===== config.mk =====
export PLATFORM = sky130hd
export DESIGN_NAME = rastrigin_sum_core
export DESIGN_NICKNAME = d
export VERILOG_FILES = /design/src/rtl/rsum_pkg.sv /design/src/rtl/rastrigin_sum_core.sv
export SDC_FILE = /design/constraint.sdc
export NUM_CORES = 1
export LEC_CHECK = 0
export ABC_AREA = 1
export BUFFER_PORTS_ARGS = -buffer_cell sky130_fd_sc_hd__buf_2
export CAP_MARGIN = 15
export CORE_MARGIN = 10
export CORE_UTILIZATION = 45
export CTS_BUF_LIST = sky130_fd_sc_hd__clkbuf_4 sky130_fd_sc_hd__clkbuf_8
export DETAILED_ROUTE_END_ITERATION = 7
export PLACE_DENSITY = 0.61
export REMOVE_ABC_BUFFERS = 1
export SLEW_MARGIN = 20
export SYNTH_ARGS = -nofsm -noshare
export SYNTH_HDL_FRONTEND = slang
export SYNTH_SLANG_ARGS = --single-unit

===== constraint.sdc =====
create_clock -name clk -period 16.4 [get_ports clk]
set_clock_uncertainty 0.05 [all_clocks]
set_input_delay 0.82 -clock clk [delete_from_list [all_inputs] [get_ports clk]]
set_output_delay 0.82 -clock clk [all_outputs]
set_load 0.005 [all_outputs]

===== src/rtl/rsum_pkg.sv =====
// rsum_pkg: widths, fixed-point constants and the quarter-wave cosine table
// for the streaming rastrigin objective core; no dependencies
package rsum_pkg;

  localparam int COORD_W        = 16;
  localparam int SUM_W          = 28;
  localparam int S_TDATA_W      = 16;
  localparam int M_TDATA_W      = 32;
  localparam int FRAC_BITS      = 12;
  localparam int COS_TABLE_BITS = 10;
  localparam int COS_N          = 1 << COS_TABLE_BITS;
  localparam int QUARTER_N      = COS_N / 4;
  localparam int QIDX_W         = COS_TABLE_BITS - 2;
  localparam int COS_W          = 15;
  localparam int ONE_Q14        = 16384;

  localparam logic [SUM_W-1:0] SUM_MAX = {SUM_W{1'b1}};

  // phase index from fraction bits
  localparam int IDX_SHR = (FRAC_BITS > COS_TABLE_BITS) ? FRAC_BITS - COS_TABLE_BITS : 0;
  localparam int IDX_SHL = (FRAC_BITS > COS_TABLE_BITS) ? 0 : COS_TABLE_BITS - FRAC_BITS;
  localparam int IDX_RND = (IDX_SHR > 0) ? (1 << (IDX_SHR - 1)) : 0;

  // penalty rescale from q14 to FRAC_BITS
  localparam int PEN_SHR = (FRAC_BITS < 14) ? 14 - FRAC_BITS : 0;
  localparam int PEN_SHL = (FRAC_BITS > 14) ? FRAC_BITS - 14 : 0;
  localparam int PEN_RND = (PEN_SHR > 0) ? (1 << (PEN_SHR - 1)) : 0;
  localparam int D10_W   = 21;
  localparam int PEN_W   = D10_W + PEN_SHL;

  localparam int SQ_W    = 2 * COORD_W + 1 - FRAC_BITS;
  localparam int TOT_A   = (SQ_W > PEN_W) ? SQ_W : PEN_W;
  localparam int TOT_W   = ((TOT_A > SUM_W) ? TOT_A : SUM_W) + 2;

  typedef logic [QUARTER_N-1:0][COS_W-1:0] cos_quarter_t;

  // cos(2*pi*u/N) in q1.14 for u in [0, N/4], truncated taylor series in q30
  function automatic logic [COS_W-1:0] quarter_cos(input int unsigned u);
    logic [63:0] a;
    logic [63:0] a2;
    logic [63:0] term;
    longint      acc;
    a    = (64'(u) * 64'd6746518852) >> COS_TABLE_BITS;
    a2   = (a * a) >> 30;
    term = 64'd1 << 30;
    acc  = 64'sd1 << 30;
    term = ((term * a2) >> 30) / 64'd2;   acc = acc - longint'(term);
    term = ((term * a2) >> 30) / 64'd12;  acc = acc + longint'(term);
    term = ((term * a2) >> 30) / 64'd30;  acc = acc - longint'(term);
    term = ((term * a2) >> 30) / 64'd56;  acc = acc + longint'(term);
    term = ((term * a2) >> 30) / 64'd90;  acc = acc - longint'(term);
    term = ((term * a2) >> 30) / 64'd132; acc = acc + longint'(term);
    term = ((term * a2) >> 30) / 64'd182; acc = acc - longint'(term);
    if (acc < 0) acc = 0;
    acc = (acc + 64'sd32768) >>> 16;
    if (acc > 64'sd16384) acc = 64'sd16384;
    return COS_W'(acc);
  endfunction

  function automatic cos_quarter_t build_quarter();
    cos_quarter_t t;
    for (int i = 0; i < QUARTER_N; i++) begin
      t[i] = quarter_cos(i);
    end
    return t;
  endfunction

  localparam cos_quarter_t     COS_QUARTER     = build_quarter();
  localparam logic [COS_W-1:0] COS_QUARTER_END = quarter_cos(QUARTER_N);

endpackage


===== src/rtl/rastrigin_sum_core.sv =====
// rastrigin_sum_core: streaming rastrigin objective, x*x + 10 - 10*cos(2*pi*x)
// accumulated per element, sum emitted on the last element
// depends on rsum_pkg (widths, shift constants, quarter-wave cosine table)
//
//  channel | handshake         | payload
//  --------+-------------------+---------------------------------------------
//  s_*     | s_tvalid/s_tready | s_tdata = coordinate, s_tlast = last_element
//  m_*     | m_tvalid/m_tready | m_tdata = objective_value (zero padded)
//
// one element per cycle unless a stalled result holds it; each element is
// registered at the input, where the square, cosine table lookup and accumulate
// act on it; the result register takes the sum when the last element advances
// rst clears the input and result valids and the running sum
// a stalled result only holds the pipe when a further last element reaches it
module rastrigin_sum_core (
  input  logic                            clk,
  input  logic                            rst,
  input  logic                            s_tvalid,
  output logic                            s_tready,
  input  logic [rsum_pkg::S_TDATA_W-1:0]  s_tdata,   // [15:0] coordinate
  input  logic                            s_tlast,
  output logic                            m_tvalid,
  input  logic                            m_tready,
  output logic [rsum_pkg::M_TDATA_W-1:0]  m_tdata    // [27:0] objective_value
);

  localparam int CTB = rsum_pkg::COS_TABLE_BITS;
  localparam int FB  = rsum_pkg::FRAC_BITS;
  localparam int CW  = rsum_pkg::COORD_W;

  localparam logic [CTB-1:0] HALF_IDX = CTB'(rsum_pkg::COS_N / 2);
  localparam logic [CTB-1:0] QTR_IDX  = CTB'(rsum_pkg::QUARTER_N);

  logic                          in_valid;
  logic [CW-1:0]                 in_coord;
  logic                          in_last;
  logic [rsum_pkg::SUM_W-1:0]    running_sum;
  logic [rsum_pkg::SUM_W-1:0]    out_value;
  logic                          advance;

  logic [CW-1:0]                 mag;
  logic [2*CW:0]                 sq_full;
  logic [rsum_pkg::SQ_W-1:0]     sq;
  logic [FB:0]                   frac_rnd;
  logic [FB+rsum_pkg::IDX_SHL:0] phase;
  logic [CTB-1:0]                idx;
  logic [CTB-1:0]                u;
  logic [CTB-1:0]                qsel;
  logic                          neg;
  logic [rsum_pkg::COS_W-1:0]    qv;
  logic [16:0]                   diff;
  logic [rsum_pkg::D10_W-1:0]    d10;
  logic [rsum_pkg::D10_W-1:0]    pen_shr;
  logic [rsum_pkg::PEN_W-1:0]    pen;
  logic [rsum_pkg::TOT_W-1:0]    total;
  logic [rsum_pkg::SUM_W-1:0]    sum_next;

  assign advance  = in_valid && (!in_last || !m_tvalid || m_tready);
  assign s_tready = !in_valid || advance;
  assign m_tdata  = rsum_pkg::M_TDATA_W'(out_value);

  always_comb begin
    mag      = in_coord[CW-1] ? (CW'(0) - in_coord) : in_coord;
    sq_full  = (2*CW+1)'({CW'(0), mag} * {CW'(0), mag}) + (2*CW+1)'(1 << (FB - 1));
    sq       = rsum_pkg::SQ_W'(sq_full >> FB);

    frac_rnd = {1'b0, in_coord[FB-1:0]} + (FB+1)'(rsum_pkg::IDX_RND);
    phase    = ((FB + rsum_pkg::IDX_SHL + 1)'(frac_rnd) >> rsum_pkg::IDX_SHR)
               << rsum_pkg::IDX_SHL;
    idx      = phase[CTB-1:0];

    // fold the phase onto the first quarter wave
    u        = (idx <= HALF_IDX) ? idx : (CTB'(0) - idx);
    neg      = (u > QTR_IDX);
    qsel     = neg ? (HALF_IDX - u) : u;
    qv       = (qsel == QTR_IDX) ? rsum_pkg::COS_QUARTER_END
                                 : rsum_pkg::COS_QUARTER[qsel[rsum_pkg::QIDX_W-1:0]];
    diff     = neg ? (17'(rsum_pkg::ONE_Q14) + 17'(qv))
                   : (17'(rsum_pkg::ONE_Q14) - 17'(qv));
    d10      = rsum_pkg::D10_W'(diff) * rsum_pkg::D10_W'(10);
    pen_shr  = (d10 + rsum_pkg::D10_W'(rsum_pkg::PEN_RND)) >> rsum_pkg::PEN_SHR;
    pen      = rsum_pkg::PEN_W'(pen_shr) << rsum_pkg::PEN_SHL;

    total    = rsum_pkg::TOT_W'(running_sum) + rsum_pkg::TOT_W'(sq)
             + rsum_pkg::TOT_W'(pen);
    sum_next = (total > rsum_pkg::TOT_W'(rsum_pkg::SUM_MAX))
             ? rsum_pkg::SUM_MAX : total[rsum_pkg::SUM_W-1:0];
  end

  always_ff @(posedge clk) begin
    if (rst) begin
      in_valid <= 1'b0;
    end else if (s_tready) begin
      in_valid <= s_tvalid;
    end
  end

  always_ff @(posedge clk) begin
    if (s_tvalid && s_tready) begin
      in_coord <= s_tdata[CW-1:0];
      in_last  <= s_tlast;
    end
  end

  always_ff @(posedge clk) begin
    if (rst) begin
      running_sum <= '0;
    end else if (advance) begin
      running_sum <= in_last ? '0 : sum_next;
    end
  end

  always_ff @(posedge clk) begin
    if (rst) begin
      m_tvalid <= 1'b0;
    end else if (advance && in_last) begin
      m_tvalid <= 1'b1;
    end else if (m_tready) begin
      m_tvalid <= 1'b0;
    end
  end

  always_ff @(posedge clk) begin
    if (advance && in_last) begin
      out_value <= sum_next;
    end
  end

endmodule


---- Yosys cells after proc, flatten, opt, wreduce, memory -nomap -nowiden ----
Memories as Yosys holds them, arrays and structs flattened.
Index checks and enable logic that the tools add are counted.
storage, ports and cells
  memories kept ........................... 1
  ROM bits ................................ 3840
  register bits after elaboration ......... 75
  input bits .............................. 21
cells by class
  $add $sub $neg .......................... 10
  multiplexer cells ....................... 10
  reductions and logical operators ........ 10
  magnitude comparators ................... 4
  multiply operators ...................... 2
  equal/unequal tests ..................... 1
memory list
  memory            depth  width  rd ports  clocked after Yosys merged registers in  wr ports  line                      source
  (name not given)  256    15     1         0                                        0         rastrigin_sum_core.sv:77  : rsum_pkg::COS_QUARTER[qsel[rsum_pkg::QIDX_W-1:0]];
operators by type and width
  cell                    count
  $mux 28                 2
  $add 32x12->33 const B  1
  $mul 16x16->32          1
  $add 29x19->30          1
  $gt 30x28->1 const B    1
  $mux 15                 2
  $add 28x21->29          1
  $add 21x2->21 const B   1
  $mul 17x3->20 const B   1
  $mux 10                 2
  $mux 17                 1
  $add 15x15->16 const A  1
  $mux 16                 1
  $sub 1x16->16 const A   1
  $sub 15x15->16 const A  1
  $add 12x2->12 const B   1
  $eq 10x9->1 const B     1
  $gt 10x9->1 const B     1
  $le 10x10->1 const B    1
  $sub 1x10->10 const A   1
  $sub 10x10->10 const A  1
  $lt 8x9->1 const B      1
  $logic_and 1x1->1       3
  $logic_not 1->1         3
  other kinds (3)         6

---- Depth between registers and ports, before layout ----
  word-level depth ........................ 16
  gate-level depth with buffers ........... 79

---- Least setup slack after synthesis ----
Ideal clock, no wire load.
  path kind ............................... register to register
  start point ............................. register in_coord[0]
  end point ............................... register running_sum[19] (netlist name)
  clock period less this slack ............ 10.103 ns
  data arrival time ....................... 9.983 ns
  setup slack ............................. 6.297 ns
  library setup time ...................... 0.070 ns
  data required time ...................... 16.280 ns
  cell stages (with the launch flop) ...... 58
  cell sequence ........................... edfxtp_1 inv_1 clkbuf_1 ha_1 inv_1 nor3_1 inv_1 nor3_1 nand2_1 inv_1 nor2_1 xor2_1 inv_1 buf_1 nor2_1 inv_1 fa_1 inv_1 [22 not listed] a21oi_1 o21ai_0 a21o_1 a21oi_1 o21bai_1 inv_1 o21ai_0 a21oi_1 nor2_1 nand3_1 inv_1 nand2_1 nor2_1 inv_1 clkbuf_1 nand3_1 nand2_1 a21oi_1
on the way
  word-level cells in the longest chain between the ends .. 16
  elaborated cells on any way between the ends .. 25
RTL lines
  item                                              line                                                source
  from (decl)                                       rastrigin_sum_core.sv:35                            logic [CW-1:0] in_coord;
  from (signal assigned)                            rastrigin_sum_core.sv:100                           in_coord <= s_tdata[CW-1:0];
  $add 12x2->12                                     rastrigin_sum_core.sv:67                            frac_rnd = {1'b0, in_coord[FB-1:0]} + (FB+1)'(rsum_pkg::IDX_RND);
  $sub 1x10->10 or $le 10x10->1 (tied branches)     rastrigin_sum_core.sv:73                            u = (idx <= HALF_IDX) ? idx : (CTB'(0) - idx);
  $mux 10                                           rastrigin_sum_core.sv:73
  $sub 10x10->10 or $gt 10x9->1 (tied branches)     rastrigin_sum_core.sv:75, rastrigin_sum_core.sv:74
  $mux 10                                           rastrigin_sum_core.sv:75                            qsel = neg ? (HALF_IDX - u) : u;
  $mem_v2 256x15                                    -
  $mux 15 (implied by the code)                     rastrigin_sum_core.sv:77
  $mux 15                                           rastrigin_sum_core.sv:76                            qv = (qsel == QTR_IDX) ? rsum_pkg::COS_QUARTER_END
  $sub 15x15->16 or $add 15x15->16 (tied branches)  rastrigin_sum_core.sv:79, rastrigin_sum_core.sv:78
  $mux 17                                           rastrigin_sum_core.sv:78                            diff = neg ? (17'(rsum_pkg::ONE_Q14) + 17'(qv))
  $mul 17x3->20                                     rastrigin_sum_core.sv:80                            d10 = rsum_pkg::D10_W'(diff) * rsum_pkg::D10_W'(10);
  $add 21x2->21                                     rastrigin_sum_core.sv:81                            pen_shr = (d10 + rsum_pkg::D10_W'(rsum_pkg::PEN_RND)) >> rsum_pkg::PEN_SHR;
  $add 29x19->30 *                                  rastrigin_sum_core.sv:85                            + rsum_pkg::TOT_W'(pen);
  $gt 30x28->1                                      rastrigin_sum_core.sv:86                            sum_next = (total > rsum_pkg::TOT_W'(rsum_pkg::SUM_MAX))
  $mux 28 *                                         rastrigin_sum_core.sv:87                            ? rsum_pkg::SUM_MAX : total[rsum_pkg::SUM_W-1:0];
  via sum_next, one bit                             rastrigin_sum_core.sv:56                            logic [rsum_pkg::SUM_W-1:0] sum_next;
  $mux 28 *                                         rastrigin_sum_core.sv:109                           running_sum <= in_last ? '0 : sum_next;
  to (signal assigned)                              rastrigin_sum_core.sv:109
  to (decl)                                         rastrigin_sum_core.sv:37                            logic [rsum_pkg::SUM_W-1:0] running_sum;
The timed path passes the listed nets; every way through them passes the cells marked *. The select of a mux whose other input is x is not followed.
A chain may end at the register's enable or synchronous reset.

---- Worst setup path after layout ----
  start point ............................. register in_coord[2]
  end point ............................... register running_sum[20] (netlist name)
The elaborated chain is that of the path after synthesis.

==> metrics.txt <==
status=finished clean; number of synthesized register bits=75; CP Launch Type=register; CTS tree=yes; Port Buf Inserts=50; distinct cell type count after synthesis=56; Period minus WS final=13.15 ns; Post-synth top cells=nand2_1, inv_1, nand3_1, nor2_1, fa_1; drt wl/cell=19.1 um; total wire length=58200 um; Clock Path Buffers=2; worst slew pin tran=1.06 ns; final global-route overflow total=0; Worst Hold Depth=2; post-CTS sizing=0; most numerous cell in the Yosys netlist=nand2_1; synthesized instance count=2523; max cap viols=0; HP Class=register to register; Post-CTS Setup Inserts=0; FF-to-FF End=running_sum[20]$_SDFFE_PP0P_; RSZ-0062 raised after global routing=false; drc violations=0; first-pass GRT wire length=93200 um; CP dominant cell by count=inv_1; reg-to-reg startpoint=in_coord[2]$_DFFE_PP_; n_diodes=0; Post-synth EDFFs=45; Crit. End Element=register; initial antenna violation count=1; Setup TNS Final=0 ns; post-synthesis sequential area ratio=11.0%; hold_ws=0.417 ns; Layout area overhead=3.59%; Die ar.=0.0478 mm2; H-tree depth=3; slowest stage delay, CP=0.67 ns; largest net degree at the start of global routing=100; area share of the largest cell type after synthesis=20.8%; Final ANT Viol Nets=0; Clock Tree Root=clkbuf_8; layout cells sized above 1=8.54%; Worst Hold End=running_sum[15]$_SDFFE_PP0P_; Die W=219 um; Initial DRC Count=1677; row count=72; num ports=55; CP Data Required Time=16.63 ns; clock insertion delay at the later pin of the skew report=0.43 ns; Reg clk slew, reported paths=0.09 ns; placed wire-length estimate=45700 um; setup violators final=0; reg2reg path depth=66; vias in the first global route=16700; final hold violations=0; Via Count=16700; final net count=2907; gpl congestion=0.980; CP Class=register to register; Crit-path slowest cell=o31ai_1; cts hold-fix bufs=0; final core area utilization=47.4%; CP max FO=24; largest area contributor in the synthesized netlist=fa_1; Primary FF master, synth=edfxtp_1; via/cell ratio=5.48; Reg area=0.00195 mm2; crit path DAT=13.38 ns; GRT Util Overall=24.7%; Avg Cell Area, Syn=7.04 um2; # fillers=4073; Placement Cell Area=0.0182 mm2; post-route clock period utilization=80.2%; Fmax=0.0760 GHz; Hold Startpoint=running_sum[15]$_SDFFE_PP0P_; clock sinks=75; max_slew headroom=29.3%; DRT Pass-1 Iters=5; final instance area=0.0184 mm2; Yosys warning count=0; Initial Utilization=45.8%; area occupied by multi-input gates=0.0136 mm2; Async SR Flop Fraction=0%; Mapped Area=0.0178 mm2; reg2reg setup slack=3.25 ns; Final Max Tran Viols=0; synth top area cells=fa_1, nand2_1, ha_1; core area=0.0388 mm2; TritonCTS buffer count=9; die height=219 um
logic make-up (layout without fill, tap and decap cells):
| group | count (synthesis) | after routing | synth area share (%) |
|---|---|---|---|
| AO/OA/AOI/OAI | 233 | 233 | 7.15 |
| XOR/XNOR | 83 | 83 | 4.18 |
| adder cells (fa/ha/maj) | 362 | 362 | 33.3 |
| AND/OR/NAND/NOR | 1255 | 1255 | 31.8 |
| flip-flops | 75 | 75 | 11.0 |
| buffers and inverters | 513 | 505 | 12.6 |
| other | 2 | 16 | 0.0423 |
through the flow:
| step | cells | setup slack (ns) |
|---|---|---|
| floorplan | 2455 | 6.18 |
| finish | 3047 | 3.25 |
| CTS | 3047 | 3.42 |
| global placement | 3031 | 3.53 |
| detailed placement | 3031 | 3.47 |
| global route | 3047 | 1.95 |
layout by cell type (no fill, tap or decap), types with 8 or more instances in the layout:
cell type	n
or2_2	13
o211ai_1	10
nand2_2	44
nand2_4	14
dfxtp_1	30
edfxtp_1	45
nand3_2	15
o21ai_0	58
nor2_2	22
nor2_4	8
a21oi_1	124
nand3_1	239
ha_1	177
inv_2	15
clkbuf_8	9
conb_1	16
buf_2	50
nand2_1	617
nor3_1	10
xnor2_1	30
buf_4	8
inv_1	410
fa_1	185
o21ai_1	8
nor2_1	228
xor2_1	51
nand4_1	28
per-layer routing:
metal	global-route usage (%)	vias to the layer above	share of wire, %
met5	0	-	0.022
met4	11.0	2	4.4
met3	3.60	141	6.7
met2	40.1	642	46
met1	32.1	7987	43
li1	-	7915	-
registers in the layout, summed over array words and instances, names as in the netlist:
register / flops
in_last: 1
in_valid: 1
running_sum: 28
m_tvalid: 1
out_value: 28
in_coord: 16
layout make-up:
type	instances	area share, %
Clock buffer	9	0.673
Clock inverter	7	0.578
Inverter	431	8.84
Multi-Input combinational cell	1949	74.1
Sequential cell	75	10.6
Tap cell	518	3.52
Timing Repair Buffer	58	1.69
critical path: cells and delay by family, from the launching register on:
kind | cells | cell delay [ns]
adders and majority gates | 8 | 2.86
DFF | 1 | 0.51
and+or+nand+nor | 26 | 3.60
AOI/OAI and AO/OA | 18 | 3.62
buffers and inverters | 12 | 1.89
xor gates and xnor gates | 2 | 0.46
how the worst max path moves through the flow:
stage | from | to | cells after the start
after global placement | in_coord[2]$_DFFE_PP_ | running_sum[3]$_SDFFE_PP0P_ | 71
after floorplan | in_coord[1]$_DFFE_PP_ | out_value[20]$_DFFE_PP_ | 65
after CTS | in_coord[2]$_DFFE_PP_ | out_value[3]$_DFFE_PP_ | 69
after global routing | in_coord[2]$_DFFE_PP_ | running_sum[16]$_SDFFE_PP0P_ | 67
final | in_coord[2]$_DFFE_PP_ | running_sum[20]$_SDFFE_PP0P_ | 66
after detailed placement | in_coord[2]$_DFFE_PP_ | running_sum[21]$_SDFFE_PP0P_ | 66
Power is left out: the tool's default activity adds up to more than one toggle a clock period on the data nets, which glitch-free logic cannot reach.
